**config.mk**
```make
export PLATFORM = sky130hd
export DESIGN_NAME = vn_square
export DESIGN_NICKNAME = d
export VERILOG_FILES = /design/src/hdl/vn_pkg.sv /design/src/hdl/vn_square.sv
export SDC_FILE = /design/constraint.sdc
export NUM_CORES = 2
export LEC_CHECK = 0
export ABC_CLOCK_PERIOD_IN_PS = 6880
export BUFFER_PORTS_ARGS = -buffer_cell sky130_fd_sc_hd__buf_2
export CORE_UTILIZATION = 45
export DETAILED_ROUTE_END_ITERATION = 12
export HOLD_SLACK_MARGIN = 0.1
export PLACE_DENSITY = 0.69
export SLEW_MARGIN = 20
export SYNTH_ARGS = -nofsm -noshare
export SYNTH_HDL_FRONTEND = slang
export SYNTH_SLANG_ARGS = --single-unit
```
**constraint.sdc**
```tcl
create_clock -name i_clk -period 6.88 [get_ports i_clk]
set_input_delay 0.688 -clock i_clk [delete_from_list [all_inputs] [get_ports i_clk]]
set_output_delay 0.688 -clock i_clk [all_outputs]
set_load 0.05 [all_outputs]
```
**src/hdl/vn_pkg.sv**
```systemverilog
// shared constants and width helpers for the vector normalisation block
package vn_pkg;
    localparam int NUM_LANES          = 4;
    localparam int DEF_COMPONENT_BITS = 16;
    localparam int DEF_LANES          = 4;
    localparam int UNIT_SHIFT         = 14;
    localparam int UNIT_W             = 16;
    localparam int LEN_OUT_W          = 17;
    localparam int MIN_LEN_W          = 16;
    localparam logic [MIN_LEN_W-1:0] MIN_LEN_RESET = 16'd1;
    localparam int OUT_DATA_W = ((NUM_LANES * UNIT_W + LEN_OUT_W + 7) / 8) * 8;

    typedef logic [UNIT_W-1:0] t_unit;

    // width of the square root result for a given component width
    function automatic int len_w(input int cb);
        int sum_w;
        int clamp_w;
        sum_w   = 2 * cb + 2;
        clamp_w = (sum_w > 64) ? 64 : sum_w;
        return (clamp_w + 1) / 2;
    endfunction
endpackage

```
**src/hdl/vn_square.sv**
```systemverilog
// magnitude, square and sum-of-squares stages
module vn_square
    import vn_pkg::*;
#(
    parameter int COMPONENT_BITS = DEF_COMPONENT_BITS,
    parameter int LANES          = DEF_LANES
) (
    input  logic                                       i_clk,
    input  logic                                       i_rst_n,
    input  logic                                       i_valid,
    output logic                                       o_ready,
    input  logic [NUM_LANES-1:0][COMPONENT_BITS-1:0]   i_comp,
    output logic                                       o_valid,
    input  logic                                       i_ready,
    output logic [2*len_w(COMPONENT_BITS)-1:0]         o_sum,
    output logic [NUM_LANES-1:0][COMPONENT_BITS-1:0]   o_mag,
    output logic [NUM_LANES-1:0]                       o_neg
);
    localparam int CB    = COMPONENT_BITS;
    localparam int LW    = len_w(CB);
    localparam int NW    = 2 * LW;
    localparam int SUM_W = 2 * CB + 2;
    localparam logic [SUM_W-1:0] SUM_MAX = (SUM_W > 64) ?
        ((SUM_W'(1) << 64) - SUM_W'(1)) : {SUM_W{1'b1}};

    logic                               r1_v, r2_v, r3_v;
    logic                               rdy1, rdy2, rdy3;
    logic [NUM_LANES-1:0][CB-1:0]       r1_mag, r2_mag, r3_mag, n1_mag;
    logic [NUM_LANES-1:0]               r1_neg, r2_neg, r3_neg, n1_neg;
    logic [NUM_LANES-1:0][2*CB-1:0]     r2_sq, n2_sq;
    logic [NW-1:0]                      r3_sum, n3_sum;
    logic [SUM_W-1:0]                   sum_full;

    assign rdy3    = !r3_v || i_ready;
    assign rdy2    = !r2_v || rdy3;
    assign rdy1    = !r1_v || rdy2;
    assign o_ready = rdy1;

    always_comb begin
        for (int l = 0; l < NUM_LANES; l++) begin
            if (l < LANES) begin
                n1_neg[l] = i_comp[l][CB-1];
                n1_mag[l] = i_comp[l][CB-1] ? (~i_comp[l] + CB'(1)) : i_comp[l];
            end else begin
                n1_neg[l] = 1'b0;
                n1_mag[l] = '0;
            end
            n2_sq[l] = (2*CB)'(r1_mag[l]) * (2*CB)'(r1_mag[l]);
        end
    end

    always_comb begin
        sum_full = '0;
        for (int l = 0; l < NUM_LANES; l++) begin
            sum_full = sum_full + SUM_W'(r2_sq[l]);
        end
        // only very wide components can pass the 64-bit ceiling
        n3_sum = (sum_full > SUM_MAX) ? {NW{1'b1}} : NW'(sum_full);
    end

    always_ff @(posedge i_clk) begin
        if (!i_rst_n) begin
            r1_v <= 1'b0;
            r2_v <= 1'b0;
            r3_v <= 1'b0;
        end else begin
            if (rdy1) r1_v <= i_valid;
            if (rdy2) r2_v <= r1_v;
            if (rdy3) r3_v <= r2_v;
        end
    end

    always_ff @(posedge i_clk) begin
        if (rdy1) begin
            r1_mag <= n1_mag;
            r1_neg <= n1_neg;
        end
        if (rdy2) begin
            r2_mag <= r1_mag;
            r2_neg <= r1_neg;
            r2_sq  <= n2_sq;
        end
        if (rdy3) begin
            r3_mag <= r2_mag;
            r3_neg <= r2_neg;
            r3_sum <= n3_sum;
        end
    end

    assign o_valid = r3_v;
    assign o_sum   = r3_sum;
    assign o_mag   = r3_mag;
    assign o_neg   = r3_neg;
endmodule

```
==> results_dict.tcl <==
set metrics [dict create \
    status "finished, final reports clean" \
    firstDrtPassIters 7 \
    dr_total_vias 28400 \
    r2r-end "r2_sq[63]" \
    drt-initial-drc-count 1585 \
    async_reset_ff_frac 0 \
    grt_use_total 0.203 \
    setup_viol 0 \
    r2r_slack_ps 370 \
    final-max-slew-violation-count 0 \
    fin_setup_tns_ps 0 \
    end_kind "register" \
    grt_max_degree 161 \
    rsz0062_at_grt "false" \
    crit_start "r1_mag[30]" \
    hp-class "in2reg" \
    synthFlopType "edfxtp_1" \
    required_ps 7210 \
    final_net_count 5539 \
    yosysUniqueCellTypes 77 \
    critPathLaunchType "register" \
    drc 0 \
    numCtsBuffers 43 \
    overflow 0 \
    cp.arrival_ps 6840 \
    io_buffers 171 \
    ctsHoldBuffers 0 \
    area_growth_pct 9.26 \
    max_slew.worst_pin.slew_ps 1060 \
    r2r_cells 20 \
    finalCritPeriodShare 0.946 \
    die_width_um 313 \
    ys_seq_elements 361 \
    syn-cell-area_sq_mm 0.0436 \
    timing_hold_violations_final 0 \
    cts_sinks 361 \
    path_class "reg2reg" \
    routedWlPerCell_um 17.0 \
    slew_headroom 0.293 \
    postSynthAreaPerCell_sq_um 10.6 \
    fp.dieH_um 313 \
    crit_end "r2_sq[63]" \
    grt_pass1_vias 30500 \
    synth.yosys.warnings 0 \
    antenna_found_initial 5 \
    fillers 8535 \
    max_freq_mhz 154 \
    ys_seq_area_frac 0.248 \
    htree_levels 2 \
    io_pins 172 \
    drtAntennaViolNets 0 \
    drive_above_1_share 0.0827 \
    cts_tree "done" \
    max_cap_violations 0 \
    netlist_instances 4123 \
    synth_edf_count 358 \
    crit_fanout 20 \
    grt_pass1_wl_mm 157 \
    gp_congestion 0.909 \
    worstSkewPairLatency_ps 590 \
    rows 113 \
    insertedDiodeCount 0 \
    start_util 0.457 \
    coreArea_sq_mm 0.0954 \
    clk_path_buf_depth 3 \
    dieArea_sq_mm 0.0982 \
    cts.clk_slew.worst_paths_ps 60 \
    routed_wl_mm 95.3 \
    skew_ps 19.1 \
    cts_root_buf "clkbuf_16" \
    detail_route.vias_per_cell 5.05 \
    reg2reg_from "r1_mag[30]" \
    dp_hpwl_mm 79.0 \
    finalCriticalPeriod_ps 6510 \
]
[flip-flops by register name (all words and copies together), names as in the netlist]
register,cells
r2_mag,64
r1_v,1
r2_sq,120
o_neg,4
o_mag,64
o_valid,1
r2_neg,4
r2_v,1
r1_mag,64
r1_neg,4
o_sum,34
[cell families after synthesis]
logic type	after synthesis	synth area share
other cells	2	0.000172
buf+inv	1112	0.0959
xor+xnor	222	0.0446
compound gates	409	0.0635
fa+ha+maj	1153	0.453
mux	4	0.00103
flops	361	0.248
simple gates	860	0.0940
[worst min-delay path by stage]
stage                     from    endpoint  slack, ps  cells past startpoint
floorplan           r2_mag[10]   o_mag[10]        400                      0
global placement     r2_mag[1]    o_mag[1]        400                      0
detailed placement  r2_mag[14]   o_mag[14]        400                      0
CTS                 i_comp[16]  r1_mag[16]        290                      1
global route        i_comp[48]  r1_mag[48]        300                      1
finish              i_comp[16]  r1_mag[16]        330                      1
[layer usage]
| layer | wire [um] | vias to the layer above | GRT usage |
|---|---|---|---|
| met2 | 46500 | 659 | 0.346 |
| met5 | 0 | - | 0 |
| met3 | 5170 | 133 | 0.0317 |
| met4 | 2070 | 0 | 0.0480 |
| met1 | 41600 | 14300 | 0.271 |
| li1 | - | 13300 | - |
[metrics by stage]
| step | std cells | hold WS [ps] | instance area (sq um) | setup WS (ps) | utilization |
|---|---|---|---|---|---|
| after floorplan | 4124 | 400 | 43600 | 609 | - |
| after global placement | 5531 | 401 | 46200 | 411 | 0.484 |
| after detailed placement | 5531 | 405 | 46200 | 297 | 0.484 |
| after CTS | 5610 | 295 | 47600 | 267 | 0.499 |
| after global routing | 5617 | 302 | 47700 | 1.44 | 0.499 |
| final | 5617 | 330 | 47700 | 368 | 0.499 |
[cells in the mapped netlist (19+ instances only)]
library cell,n,area (sq um)
clkbuf_1,86,323
nor2_1,127,477
or3_1,19,119
a31oi_1,19,119
ha_1,443,5540
and3_1,20,125
inv_1,1022,3840
a21oi_1,114,571
nand2_1,379,1420
fa_1,710,14200
xnor2_1,159,1390
nand3_1,34,170
xor2_1,63,552
a21o_1,62,465
nor2b_1,26,163
and2_1,168,1050
o21ai_0,63,315
edfxtp_1,358,10800
o21bai_1,19,143
nand2b_1,21,131
[cell usage in the layout, fill, tap and decap left out, types with 33 or more instances in the layout]
cell and n:
a21o_1 62, a21oi_1 113, and2_1 168, buf_2 171, buf_4 67, clkbuf_16 44, edfxtp_1 358, fa_1 710
ha_1 443, inv_1 1021, nand2_1 377, nand3_1 33, nor2_1 127, o21ai_0 63, xnor2_1 159, xor2_1 63
[worst max-delay path, stage by stage (launching register included)]
cell	delay [ps]
edfxtp_1	840
nand2_1	180
fa_1	520
inv_1	50
fa_1	520
fa_1	460
fa_1	500
fa_1	490
inv_1	50
fa_1	470
inv_1	40
ha_1	360
a21o_1	190
a21o_1	170
a221o_1	350
a31oi_1	300
a311o_1	270
a31oi_1	120
o21a_1	180
nor2_1	110
xnor2_1	90
[repair_timing]
item                                    CTS  global route
endpoints found under the setup margin    0             4
buffers inserted                          0             7
gates resized for setup                   0             4
[final cells by class]
class / count / area, sq um / area share
well taps: 1265 / 1580 / 0.0332
clock buffers: 49 / 1120 / 0.0235
clock inverters: 30 / 264 / 0.00554
flip-flops and latches: 361 / 10800 / 0.227
multi-input cells: 2651 / 28700 / 0.601
repair buffers: 239 / 1380 / 0.0289
inverters: 1022 / 3840 / 0.0806
Power is left out: the tool's default activity adds up to more than one toggle a clock period on the data nets, which glitch-free logic cannot reach.
