### config.mk
export PLATFORM = sky130hd
export DESIGN_NAME = vn_sqrt
export DESIGN_NICKNAME = d
export VERILOG_FILES = /design/src/hdl/vn_pkg.sv /design/src/hdl/vn_sqrt.sv
export SDC_FILE = /design/constraint.sdc
export NUM_CORES = 2
export LEC_CHECK = 0
export BUFFER_PORTS_ARGS = -buffer_cell sky130_fd_sc_hd__buf_2
export CAP_MARGIN = 30
export CORE_MARGIN = 1
export CORE_UTILIZATION = 61
export DETAILED_ROUTE_END_ITERATION = 10
export GPL_ROUTABILITY_DRIVEN = 0
export PLACE_DENSITY_LB_ADDON = 0.12
export SLEW_MARGIN = 15
export SYNTH_ARGS = -nofsm -noshare
export SYNTH_HDL_FRONTEND = slang
export SYNTH_SLANG_ARGS = --single-unit
### constraint.sdc
create_clock -name i_clk -period 18.63 [get_ports i_clk]
set_input_delay 2.7945 -clock i_clk [delete_from_list [all_inputs] [get_ports i_clk]]
set_output_delay 2.7945 -clock i_clk [all_outputs]
set_load 0.03 [all_outputs]
### src/hdl/vn_pkg.sv
// shared constants and width helpers for the vector normalisation block
package vn_pkg;
    localparam int NUM_LANES          = 4;
    localparam int DEF_COMPONENT_BITS = 16;
    localparam int DEF_LANES          = 4;
    localparam int UNIT_SHIFT         = 14;
    localparam int UNIT_W             = 16;
    localparam int LEN_OUT_W          = 17;
    localparam int MIN_LEN_W          = 16;
    localparam logic [MIN_LEN_W-1:0] MIN_LEN_RESET = 16'd1;
    localparam int OUT_DATA_W = ((NUM_LANES * UNIT_W + LEN_OUT_W + 7) / 8) * 8;

    typedef logic [UNIT_W-1:0] t_unit;

    // width of the square root result for a given component width
    function automatic int len_w(input int cb);
        int sum_w;
        int clamp_w;
        sum_w   = 2 * cb + 2;
        clamp_w = (sum_w > 64) ? 64 : sum_w;
        return (clamp_w + 1) / 2;
    endfunction
endpackage

### src/hdl/vn_sqrt.sv
// floor square root, one result bit per pipeline stage
module vn_sqrt
    import vn_pkg::*;
#(
    parameter int COMPONENT_BITS = DEF_COMPONENT_BITS
) (
    input  logic                                       i_clk,
    input  logic                                       i_rst_n,
    input  logic                                       i_valid,
    output logic                                       o_ready,
    input  logic [2*len_w(COMPONENT_BITS)-1:0]         i_sum,
    input  logic [NUM_LANES-1:0][COMPONENT_BITS-1:0]   i_mag,
    input  logic [NUM_LANES-1:0]                       i_neg,
    output logic                                       o_valid,
    input  logic                                       i_ready,
    output logic [len_w(COMPONENT_BITS)-1:0]           o_len,
    output logic [NUM_LANES-1:0][COMPONENT_BITS-1:0]   o_mag,
    output logic [NUM_LANES-1:0]                       o_neg
);
    localparam int CB = COMPONENT_BITS;
    localparam int LW = len_w(CB);
    localparam int NW = 2 * LW;
    localparam int RW = LW + 2;

    logic [LW-1:0]                          r_v;
    logic [LW:0]                            rdy;
    logic [LW-1:0][RW-1:0]                  r_rem, n_rem, src_rem;
    logic [LW-1:0][LW-1:0]                  r_root, n_root, src_root;
    logic [LW-1:0][NW-1:0]                  r_n, n_n, src_n;
    logic [LW-1:0][NUM_LANES-1:0][CB-1:0]   r_mag, src_mag;
    logic [LW-1:0][NUM_LANES-1:0]           r_neg, src_neg;
    logic [LW-1:0]                          src_v;
    logic [LW-1:0][RW+1:0]                  cur, trial;

    always_comb begin
        rdy[LW] = i_ready;
        for (int s = LW - 1; s >= 0; s--) begin
            rdy[s] = !r_v[s] || rdy[s+1];
        end
    end
    assign o_ready = rdy[0];

    always_comb begin
        for (int s = 0; s < LW; s++) begin
            if (s == 0) begin
                src_v[s]    = i_valid;
                src_rem[s]  = '0;
                src_root[s] = '0;
                src_n[s]    = i_sum;
                src_mag[s]  = i_mag;
                src_neg[s]  = i_neg;
            end else begin
                src_v[s]    = r_v[s-1];
                src_rem[s]  = r_rem[s-1];
                src_root[s] = r_root[s-1];
                src_n[s]    = r_n[s-1];
                src_mag[s]  = r_mag[s-1];
                src_neg[s]  = r_neg[s-1];
            end
            // bring down the next two bits and try root*4+1
            cur[s]   = {src_rem[s], src_n[s][NW-1:NW-2]};
            trial[s] = (RW+2)'({src_root[s], 2'b01});
            if (cur[s] >= trial[s]) begin
                n_rem[s]  = RW'(cur[s] - trial[s]);
                n_root[s] = {src_root[s][LW-2:0], 1'b1};
            end else begin
                n_rem[s]  = RW'(cur[s]);
                n_root[s] = {src_root[s][LW-2:0], 1'b0};
            end
            n_n[s] = {src_n[s][NW-3:0], 2'b00};
        end
    end

    always_ff @(posedge i_clk) begin
        if (!i_rst_n) begin
            r_v <= '0;
        end else begin
            for (int s = 0; s < LW; s++) begin
                if (rdy[s]) r_v[s] <= src_v[s];
            end
        end
    end

    always_ff @(posedge i_clk) begin
        for (int s = 0; s < LW; s++) begin
            if (rdy[s]) begin
                r_rem[s]  <= n_rem[s];
                r_root[s] <= n_root[s];
                r_n[s]    <= n_n[s];
                r_mag[s]  <= src_mag[s];
                r_neg[s]  <= src_neg[s];
            end
        end
    end

    assign o_valid = r_v[LW-1];
    assign o_len   = r_root[LW-1];
    assign o_mag   = r_mag[LW-1];
    assign o_neg   = r_neg[LW-1];
endmodule

==> metrics.cfg <==
[run_status]
outcome=finished, final reports clean

[route]
dr.pass1.iters=5
wl_met3_mm=4.567
totalWireLength_mm=100.1
drc=0
first_iter_violations=1898
via_per_inst=5.306
wl_met1_mm=46.45
routedWlPerCell_um=17.80
dr_wl_met2_mm=46.85
num_vias=29840
detail-route-antenna-nets=0
topRoutingLayerUsed=met4

[clock_tree]
htree_levels=4
cts_made_buffers=175
cts_setup_buffers=0
ctsResizeCount=0
cts_tree=yes
clk_pin_slew_worst_paths_ns=0.06
clk_latency_ns=0.76
clockBufferDepth=3
cts-hold-fix-buffers=0
root_buffer=clkbuf_16
cts.sinks=1873

[sta]
fmax_mhz=114.3
finalCriticalPeriod_ns=8.750
final_max_slew_viol_count=0
slew_headroom_pct=40.15
rsz0062_at_grt=false
period_share_pct=46.97
tightest_slew_ns=0.8977
fin_skew_ns=0.02702
setup_ws_ns=9.880
finalHoldViolations=0
setup_violations=0
setup_tns_ns=0

[final_layout]
syn2layout_area_growth_pct=12.11
multi_input_area_mm2=0.01039
layout_common_cells=1856 x edfxtp_1, 199 x inv_1, 192 x buf_2, 178 x nor2_1, 177 x clkbuf_16
seqCellArea_mm2=0.05607
layout-drive-gt1-share_pct=12.30
fillers=7020
mostFrequentLayoutCell=edfxtp_1
antenna_cells=0
nets=4283

[synth]
yosysUniqueCellTypes=78
avgSynthCellArea_um2=18.30
ys_ff_latch=1873
synth_top_family_by_area=simple AND/OR/NAND/NOR gates
async_reset_ff_share_pct=0
synth_edf_count=1856
synth-adder-area-share_pct=3.117
synth-compound-area-share_pct=4.251
ys.warnings.count=0
synth-main-ff-cell=edfxtp_1
yosys.area_share.simple_pct=4.653
synth_area_mm2=0.06784
synth_xor_area_share_pct=2.477
synthCells=3708
syn_nets=3983
synth-seq-area-share_pct=82.65
synth.area.mux_share_pct=0.6768

[floorplan]
row_count=121
die_x_um=335.5
die_h_um=335.5
die-area_mm2=0.1126
initial_core_util_pct=61.89
core_mm2=0.1096
io_pins=193

[setup_path]
path_cells=buf_2 -> nor2b_1 -> inv_4 -> nor4_2 -> buf_4 -> and3_1 -> and4_1 -> and2_1 -> nand2_4 -> buf_2
rr_startpoint=r_v[16]$_SDFFE_PN0P_
crit_arrival_ns=5.96
crit_path_start_kind=primary input
r2r_slack_ns=14.71
cp.required_ns=15.84
critical_path.startpoint=i_ready
cp_common_cell=buf_2
critPathTopFamily=simple AND/OR/NAND/NOR gates
critPathCaptureType=output port
path_buf_inv=4
worstSetupPathType=primary input to output port
cpMaxStageDelayCell=and3_1
cp_max_fo=37
max_stage_delay_ns=0.44

[power]
cellInternalPower_w=0.007361
pwr-share-clk_pct=35.5
leakage_nw=29.21
sw_frac_of_total_pct=22.16
vdd_ir_drop_max_mv=0.08658
combPwrFrac_pct=8.2
power_per_cell_area_mw_per_mm2=124.3
switchingPower_w=0.002095
pwr-share-seq_pct=56.3

[grt]
grt_pass1_vias=29250
globalRouteTotalUtil_pct=18.23
antenna_found_initial=3
grt_max_degree=85
grt_pass1_wl_mm=157.3
overflow=0

[hold_path]
worstHoldStart=r_mag[503]$_DFFE_PP_
hold_class=register to register

[placed_design]
io_buffers=192
dp_hpwl_mm=64.83
place_ws_ns=9.824

[job]
cap_violations=0

cell usage after synthesis, types with 5 or more instances:
| library cell | count | share of area (%) |
|---|---|---|
| edfxtp_1 | 1856 | 82 |
| inv_1 | 204 | 1.1 |
| nor2_1 | 178 | 0.98 |
| ha_1 | 169 | 3.1 |
| a21oi_1 | 165 | 1.2 |
| nand2_1 | 141 | 0.78 |
| xnor2_1 | 99 | 1.3 |
| xor2_1 | 91 | 1.2 |
| o21ai_1 | 84 | 0.62 |
| buf_4 | 68 | 0.75 |
| nor3_1 | 66 | 0.49 |
| o21ai_0 | 44 | 0.32 |
| o21a_1 | 42 | 0.46 |
| nand2b_1 | 36 | 0.33 |
| nor2b_1 | 33 | 0.30 |
| nand3_1 | 31 | 0.23 |
| nor4_1 | 31 | 0.29 |
| clkbuf_1 | 30 | 0.17 |
| a21o_1 | 28 | 0.31 |
| nand4_1 | 23 | 0.21 |
| or3_1 | 23 | 0.21 |
| mux2_1 | 19 | 0.32 |
| a211oi_1 | 17 | 0.19 |
| dfxtp_1 | 17 | 0.50 |
| o31ai_1 | 16 | 0.18 |
| or4_1 | 14 | 0.15 |
| and3_1 | 13 | 0.12 |
| inv_2 | 12 | 0.066 |
| mux2i_1 | 11 | 0.16 |
| o211ai_1 | 11 | 0.12 |
| and2_1 | 10 | 0.092 |
| a31oi_1 | 9 | 0.083 |
| mux2_2 | 8 | 0.13 |
| nand3b_1 | 7 | 0.077 |
| o31a_1 | 7 | 0.090 |
| a21boi_1 | 6 | 0.066 |
| and4_1 | 6 | 0.077 |
| a2111oi_0 | 5 | 0.065 |
| nor3b_1 | 5 | 0.055 |
| o22ai_1 | 5 | 0.046 |
| or2_1 | 5 | 0.046 |
flip-flops by register name, indices dropped and copies added, names as in the netlist:
register  count
o_neg         4
o_len        17
n_n         240
r_neg        64
r_v          17
r_root      136
cur         307
r_mag      1024
o_mag        64
final timing paths:
path,to,depth (start not counted)
worst max register to register,r_mag[34]$_DFFE_PP_,9
worst max-delay path,o_ready,10
worst min-delay path,r_mag[567]$_DFFE_PP_,0
worst min register to register,r_mag[567]$_DFFE_PP_,0
worst reg2reg max path: cells and delay by family, from the launching register on:
kind / cells / cell delay (ns)
and+or+nand+nor: 6 / 2.22
DFF: 1 / 0.34
buffers and inverters: 3 / 0.97
cell families (layout without fill, tap and decap cells):
group,Yosys count,count (layout)
AOI/OAI and AO/OA,476,476
xor gates and xnor gates,191,191
adders and majority gates,169,169
buffers and inverters,321,761
DFF,1873,1873
muxes,41,41
other,1,1
and+or+nand+nor,636,636
power by group through the flow:
stage	sequential, W	combinational (W)	clock (W)
6_report	0.00532	0.000773	0.00336
5_1_grt	0.00537	0.000863	0.00362
4_1_cts	0.00533	0.000772	0.00345
3_5_place_dp	0.00541	0.000765	0
3_3_place_gp	0.00540	0.000745	0
2_1_floorplan	0.00533	0.000610	0
routing by layer:
metal | GRT usage [%] | vias up
met5 | 0 | -
met4 | 6.053 | 0
met3 | 3.546 | 176
met2 | 28.58 | 644
met1 | 26.04 | 14360
li1 | - | 14660
area by class of cell:
class	instances	area share [%]
clock buffer	230	6.098
clock inverter	87	1.155
inverter	218	1.112
multi-input combinational	1514	13.66
sequential	1873	73.72
tap	1476	2.428
timing repair buffer	226	1.819
stage by stage:
stage | area, um2 | std cells | util, % | power [W] | hold slack, ns
finish | 76060 | 5624 | 69.39 | 0.009456 | 0.3932
global route | 76060 | 5624 | 69.39 | 0.009848 | 0.4060
CTS | 75850 | 5616 | 69.20 | 0.009553 | 0.3919
detailed placement | 70340 | 5299 | 64.17 | 0.006175 | 0.4045
global placement | 70310 | 5298 | 64.14 | 0.006142 | 0.4003
floorplan | 67840 | 3708 | - | 0.005939 | 0.4003
Power figures use the tool's default switching activity.
