### config.mk
export PLATFORM = sky130hd
export DESIGN_NAME = vn_div
export DESIGN_NICKNAME = d
export VERILOG_FILES = /design/src/hdl/vn_pkg.sv /design/src/hdl/vn_div.sv
export SDC_FILE = /design/constraint.sdc
export NUM_CORES = 2
export LEC_CHECK = 0
export BUFFER_PORTS_ARGS = -buffer_cell sky130_fd_sc_hd__buf_2
export CELL_PAD_IN_SITES_DETAIL_PLACEMENT = 1
export CELL_PAD_IN_SITES_GLOBAL_PLACEMENT = 2
export CORE_MARGIN = 2
export CORE_UTILIZATION = 30
export DETAILED_ROUTE_END_ITERATION = 12
export GPL_TIMING_DRIVEN = 0
export PLACE_DENSITY = 0.66
export SLEW_MARGIN = 20
export SYNTH_ARGS = -nofsm -noshare
export SYNTH_HDL_FRONTEND = slang
export SYNTH_SLANG_ARGS = --single-unit
export TNS_END_PERCENT = 50
### constraint.sdc
create_clock -name i_clk -period 6.4 [get_ports i_clk]
set_input_delay 0.64 -clock i_clk [delete_from_list [all_inputs] [get_ports i_clk]]
set_output_delay 0.64 -clock i_clk [all_outputs]
set_load 0.05 [all_outputs]
### src/hdl/vn_pkg.sv
// shared constants and width helpers for the vector normalisation block
package vn_pkg;
    localparam int NUM_LANES          = 4;
    localparam int DEF_COMPONENT_BITS = 16;
    localparam int DEF_LANES          = 4;
    localparam int UNIT_SHIFT         = 14;
    localparam int UNIT_W             = 16;
    localparam int LEN_OUT_W          = 17;
    localparam int MIN_LEN_W          = 16;
    localparam logic [MIN_LEN_W-1:0] MIN_LEN_RESET = 16'd1;
    localparam int OUT_DATA_W = ((NUM_LANES * UNIT_W + LEN_OUT_W + 7) / 8) * 8;

    typedef logic [UNIT_W-1:0] t_unit;

    // width of the square root result for a given component width
    function automatic int len_w(input int cb);
        int sum_w;
        int clamp_w;
        sum_w   = 2 * cb + 2;
        clamp_w = (sum_w > 64) ? 64 : sum_w;
        return (clamp_w + 1) / 2;
    endfunction
endpackage

### src/hdl/vn_div.sv
// per-lane restoring divide of magnitude * 2^14 by the length
module vn_div
    import vn_pkg::*;
#(
    parameter int COMPONENT_BITS = DEF_COMPONENT_BITS
) (
    input  logic                                       i_clk,
    input  logic                                       i_rst_n,
    input  logic                                       i_valid,
    output logic                                       o_ready,
    input  logic [len_w(COMPONENT_BITS)-1:0]           i_len,
    input  logic [NUM_LANES-1:0][COMPONENT_BITS-1:0]   i_mag,
    input  logic [NUM_LANES-1:0]                       i_neg,
    output logic                                       o_valid,
    input  logic                                       i_ready,
    output logic [len_w(COMPONENT_BITS)-1:0]           o_len,
    output logic [NUM_LANES-1:0][UNIT_SHIFT-1:0]       o_quot,
    output logic [NUM_LANES-1:0]                       o_sat,
    output logic [NUM_LANES-1:0]                       o_neg
);
    localparam int CB = COMPONENT_BITS;
    localparam int LW = len_w(CB);
    localparam int DW = LW + 1;
    localparam int NS = UNIT_SHIFT + 1;

    logic [NS-1:0]                                r_v, src_v;
    logic [NS:0]                                  rdy;
    logic [NS-1:0][LW-1:0]                        r_len, src_len;
    logic [NS-1:0][NUM_LANES-1:0][DW-1:0]         r_rem, n_rem;
    logic [NS-1:0][NUM_LANES-1:0][UNIT_SHIFT-1:0] r_q, n_q;
    logic [NS-1:0][NUM_LANES-1:0]                 r_sat, n_sat, r_neg, src_neg;
    logic [NS-1:0][NUM_LANES-1:0][DW-1:0]         shl;

    always_comb begin
        rdy[NS] = i_ready;
        for (int s = NS - 1; s >= 0; s--) begin
            rdy[s] = !r_v[s] || rdy[s+1];
        end
    end
    assign o_ready = rdy[0];

    always_comb begin
        for (int s = 0; s < NS; s++) begin
            src_v[s]   = (s == 0) ? i_valid : r_v[s-1];
            src_len[s] = (s == 0) ? i_len : r_len[s-1];
            src_neg[s] = (s == 0) ? i_neg : r_neg[s-1];
            for (int l = 0; l < NUM_LANES; l++) begin
                shl[s][l] = '0;
                if (s == 0) begin
                    // magnitude never exceeds the length unless the sum was clamped
                    n_sat[s][l] = LW'(i_mag[l]) >= i_len;
                    n_rem[s][l] = DW'(i_mag[l]);
                    n_q[s][l]   = '0;
                end else begin
                    n_sat[s][l] = r_sat[s-1][l];
                    shl[s][l]   = {r_rem[s-1][l][LW-1:0], 1'b0};
                    if (shl[s][l] >= DW'(r_len[s-1])) begin
                        n_rem[s][l] = shl[s][l] - DW'(r_len[s-1]);
                        n_q[s][l]   = {r_q[s-1][l][UNIT_SHIFT-2:0], 1'b1};
                    end else begin
                        n_rem[s][l] = shl[s][l];
                        n_q[s][l]   = {r_q[s-1][l][UNIT_SHIFT-2:0], 1'b0};
                    end
                end
            end
        end
    end

    always_ff @(posedge i_clk) begin
        if (!i_rst_n) begin
            r_v <= '0;
        end else begin
            for (int s = 0; s < NS; s++) begin
                if (rdy[s]) r_v[s] <= src_v[s];
            end
        end
    end

    always_ff @(posedge i_clk) begin
        for (int s = 0; s < NS; s++) begin
            if (rdy[s]) begin
                r_len[s] <= src_len[s];
                r_rem[s] <= n_rem[s];
                r_q[s]   <= n_q[s];
                r_sat[s] <= n_sat[s];
                r_neg[s] <= src_neg[s];
            end
        end
    end

    assign o_valid = r_v[NS-1];
    assign o_len   = r_len[NS-1];
    assign o_quot  = r_q[NS-1];
    assign o_sat   = r_sat[NS-1];
    assign o_neg   = r_neg[NS-1];
endmodule

==> flow_metrics.py <==
metrics = {
    "status": {
        "status": "complete, no violations",
    },
    "synthesis": {
        "synth_compound_area_share_pct": 13.2,
        "ys_seq_area_share_pct": 50.1,
        "syn-cell-area_um2": 105000,
        "async_reset_ff_share_pct": 0,
        "syn_nets": 9913,
        "synth_edf_count": 1743,
        "synth_seq_cells": 1758,
        "ys.flop_type": "edfxtp_1",
        "synth.mux.area_fraction_pct": 6.66,
        "syn_avg_cell_area_um2": 12.0,
        "synth_xor_area_share_pct": 5.84,
        "synthCells": 8760,
        "synth_top_family_by_area": "compound AO/OA/AOI/OAI gates",
        "synth-simple-area-share_pct": 8.64,
        "ys_warn_count": 0,
        "ys_types": 87,
        "synth_adder_area_share_pct": 13.1,
    },
    "critical_path": {
        "critPathArrivalTime_ns": 5.23,
        "worst_path_largest_cell_delay_ns": 0.46,
        "crit_slowest_cell": "nor2_1",
        "r2r_slack_ns": 1.82,
        "criticalPathCategory": "flip-flop to primary output",
        "worst_setup_path_end_kind": "primary output",
        "cp_common_cell": "and3_1",
        "critPathMaxFanout": 53,
        "required_ns": 5.76,
        "reg2reg_depth": 11,
        "r2r-start": "r_v[14]",
        "cp-start-kind": "flip-flop",
        "crit_chain": "nor2b_2 > inv_6 > nor2_1 > and2_1 > and3_1 > and3_1 > and3_1 > and2_2 > nand3_4 > buf_16 > buf_2",
        "timing.rr.end": "r_v[0]",
    },
    "route": {
        "drcViolationCount": 0,
        "num_vias": 71100,
        "wire_per_inst_um": 23.9,
        "finalWirelength_mm": 336,
        "firstDrtPassIters": 8,
        "drtIter0Drc": 3926,
        "postRouteAntennaNets": 0,
        "viasPerCell": 5.07,
    },
    "sta": {
        "fin_crit_ns": 5.87,
        "tightest_slew_ns": 0.926,
        "final_hold_viol_count": 0,
        "setup_tns_ns": 0,
        "rsz0062_at_grt": "false",
        "max_freq_mhz": 170,
        "fin_crit_sh_pct": 91.7,
        "setup_viol": 0,
        "drv_slew": 0,
        "relSlewSlack_pct": 38.3,
        "fin_skew_ns": 0.0951,
        "setup_ws_ns": 0.534,
    },
    "placed_design": {
        "dpl.hpwl_mm": 267,
        "port_buffers": 171,
        "dp_cells": 13600,
        "gp_congestion": 0.891,
        "place_ws_ns": 0.364,
    },
    "worst_hold_path": {
        "hold_depth": 1,
        "hold_path_end": "r_len[16]",
        "min_path_type": "input port to flip-flop",
        "worstHoldStart": "i_len[16]",
    },
    "cts": {
        "cts.reportedPaths.clkPinSlew_ns": 0.06,
        "cts_max_path_buffers": 4,
        "cts_tree": "built",
        "cts_root_buf": "clkbuf_16",
        "cts_buffers": 205,
        "ctsHtreeMaxLevel": 4,
        "clock_latency_ns": 0.93,
        "clock-sinks": 1758,
        "post_cts_buffers": 0,
    },
    "floorplan": {
        "dieArea_um2": 355000,
        "placementRows": 217,
        "core_um2": 349000,
        "io_pins": 172,
        "initial_utilization_pct": 30.1,
        "die_w_um": 596,
        "fp.dieH_um": 596,
    },
    "power_and_ir_drop": {
        "total_leakage_power_nw": 47.9,
        "total_power_mw": 65.8,
        "peakVddDrop_uv": 228,
        "power.density_nw_per_um2": 549,
    },
    "global_route": {
        "gr-usage-met1_pct": 24.6,
        "met3_usage_pct": 1.81,
        "grt_max_degree": 96,
        "grt_pass1_wl_mm": 493,
        "antenna_found_initial": 20,
        "use_met2_pct": 32.2,
        "grt_use_total_pct": 18.5,
        "grt_pass1_vias": 74800,
        "grt-ovfl-total": 0,
        "busiest_layer": "met2",
    },
    "finish": {
        "drive_gt1_share_pct": 13.2,
        "finalNetCount": 10400,
        "stdcell_count": 14000,
        "fin_util_pct": 34.4,
        "syn_to_final_growth_pct": 14.2,
    },
    "run": {
        "cap_violations": 0,
    },
}
## critical path: cells and delay by family (launching register included)
family	cells	cell delay (ns)
buffers and inverters	3	0.82
flip-flops	1	0.31
AND/OR/NAND/NOR	8	3.11
## stage by stage
step	hold slack [ns]	area [um^2]
2_1_floorplan	0.400	105000
3_3_place_gp	0.400	112000
3_5_place_dp	0.405	112000
4_1_cts	0.00256	120000
5_1_grt	0.0552	120000
6_report	0.0965	120000
## worst max-delay path by stage
| stage | slack (ns) | from | end |
|---|---|---|---|
| after global routing | 0.20 | r_v[14] | o_ready |
| final | 0.53 | r_v[14] | o_ready |
| after detailed placement | 0.36 | i_ready | o_ready |
| after global placement | -3.08 | i_ready | r_rem[714] |
| after floorplan | 0.21 | i_ready | n_sat[10] |
| after CTS | 0.16 | r_v[14] | o_ready |
## state kept, by name, indices dropped and copies added, names as in the netlist, 15 cells and up
register	flops
o_len	17
r_q	364
n_sat	56
r_neg	56
o_quot	56
r_v	15
r_len	238
r_rem	948
## synth_stat cells, types with 16 or more instances
cell      count  area, um^2
a211oi_1     45         338
buf_4        43         323
nand3_1     140         701
xor2_1      222        1940
clkbuf_1     67         251
mux2_1       20         225
ha_1       1012       12700
a211o_1      24         210
nand2b_1    137         857
nor3_1      168         841
nor4_1       24         150
o41ai_1      22         193
edfxtp_1   1743       52300
nand2_1     395        1480
or3_1        48         300
and3_1       72         450
o21a_1      173        1300
o21bai_1     75         563
o31ai_1      52         390
a21boi_0     37         278
a2111o_1     19         214
mux2i_1      51         510
and4_1       23         201
o21ai_1      42         210
a21o_1      249        1870
a31oi_1      49         307
a31o_2       23         201
mux2_2      546        6150
inv_1       493        1850
o21ai_0     433        2170
xnor2_1     478        4190
fa_1         52        1040
o31a_1       43         377
nor2b_1     155         970
o211ai_1     17         128
nand4_1     110         688
nor2_1      507        1900
a21oi_1     653        3270
and2_1       25         156
or2_2        25         156
buf_2        16        80.1
## cells in the final DEF (no fill, tap or decap), types with 137 or more instances in the layout
cell type  instances
edfxtp_1        1743
ha_1            1012
a21oi_1          653
mux2_2           546
nor2_1           507
inv_1            485
xnor2_1          478
o21ai_0          433
nand2_1          389
a21o_1           249
xor2_1           222
clkbuf_16        208
buf_2            187
o21a_1           173
nor3_1           168
nor2b_1          154
nand3_1          139
nand2b_1         137
## power breakdown
group | total, mW | internal, mW | switching (mW)
clock network | 11.8 | 6.86 | 4.94
logic | 31.9 | 14.0 | 17.9
registers | 22.1 | 19.1 | 3.03
total | 65.8 | 39.9 | 25.9
## layout make-up
class	instances	area, um^2
flip-flops and latches	1758	52600
multi-input cells	6370	49800
inverters	495	1910
clock buffers	239	5320
diodes	5	12.5
well taps	4599	5750
plain buffers	138	767
repair buffers	279	2310
clock inverters	138	1390
fillers	37700	229000
## metal layers
layer  wire, um  up-vias
met2     164000     1017
met1     154000    35700
met5         14        -
met4       8150        2
met3       9560      360
li1           -    34000
## timing repair
item	in CTS	in global routing
setup endpoints to repair	1	1
cloned	1	0
pin swaps	1	0
endpoints found under the hold margin	88	0
hold buffers	86	0
resized for setup	1	1
## cell families after synthesis
logic type | after synthesis
flops | 1758
xor+xnor | 700
mux | 624
fa+ha+maj | 1064
simple gates | 1855
compound gates | 2126
buf+inv | 633
Power figures use the tool's default switching activity.
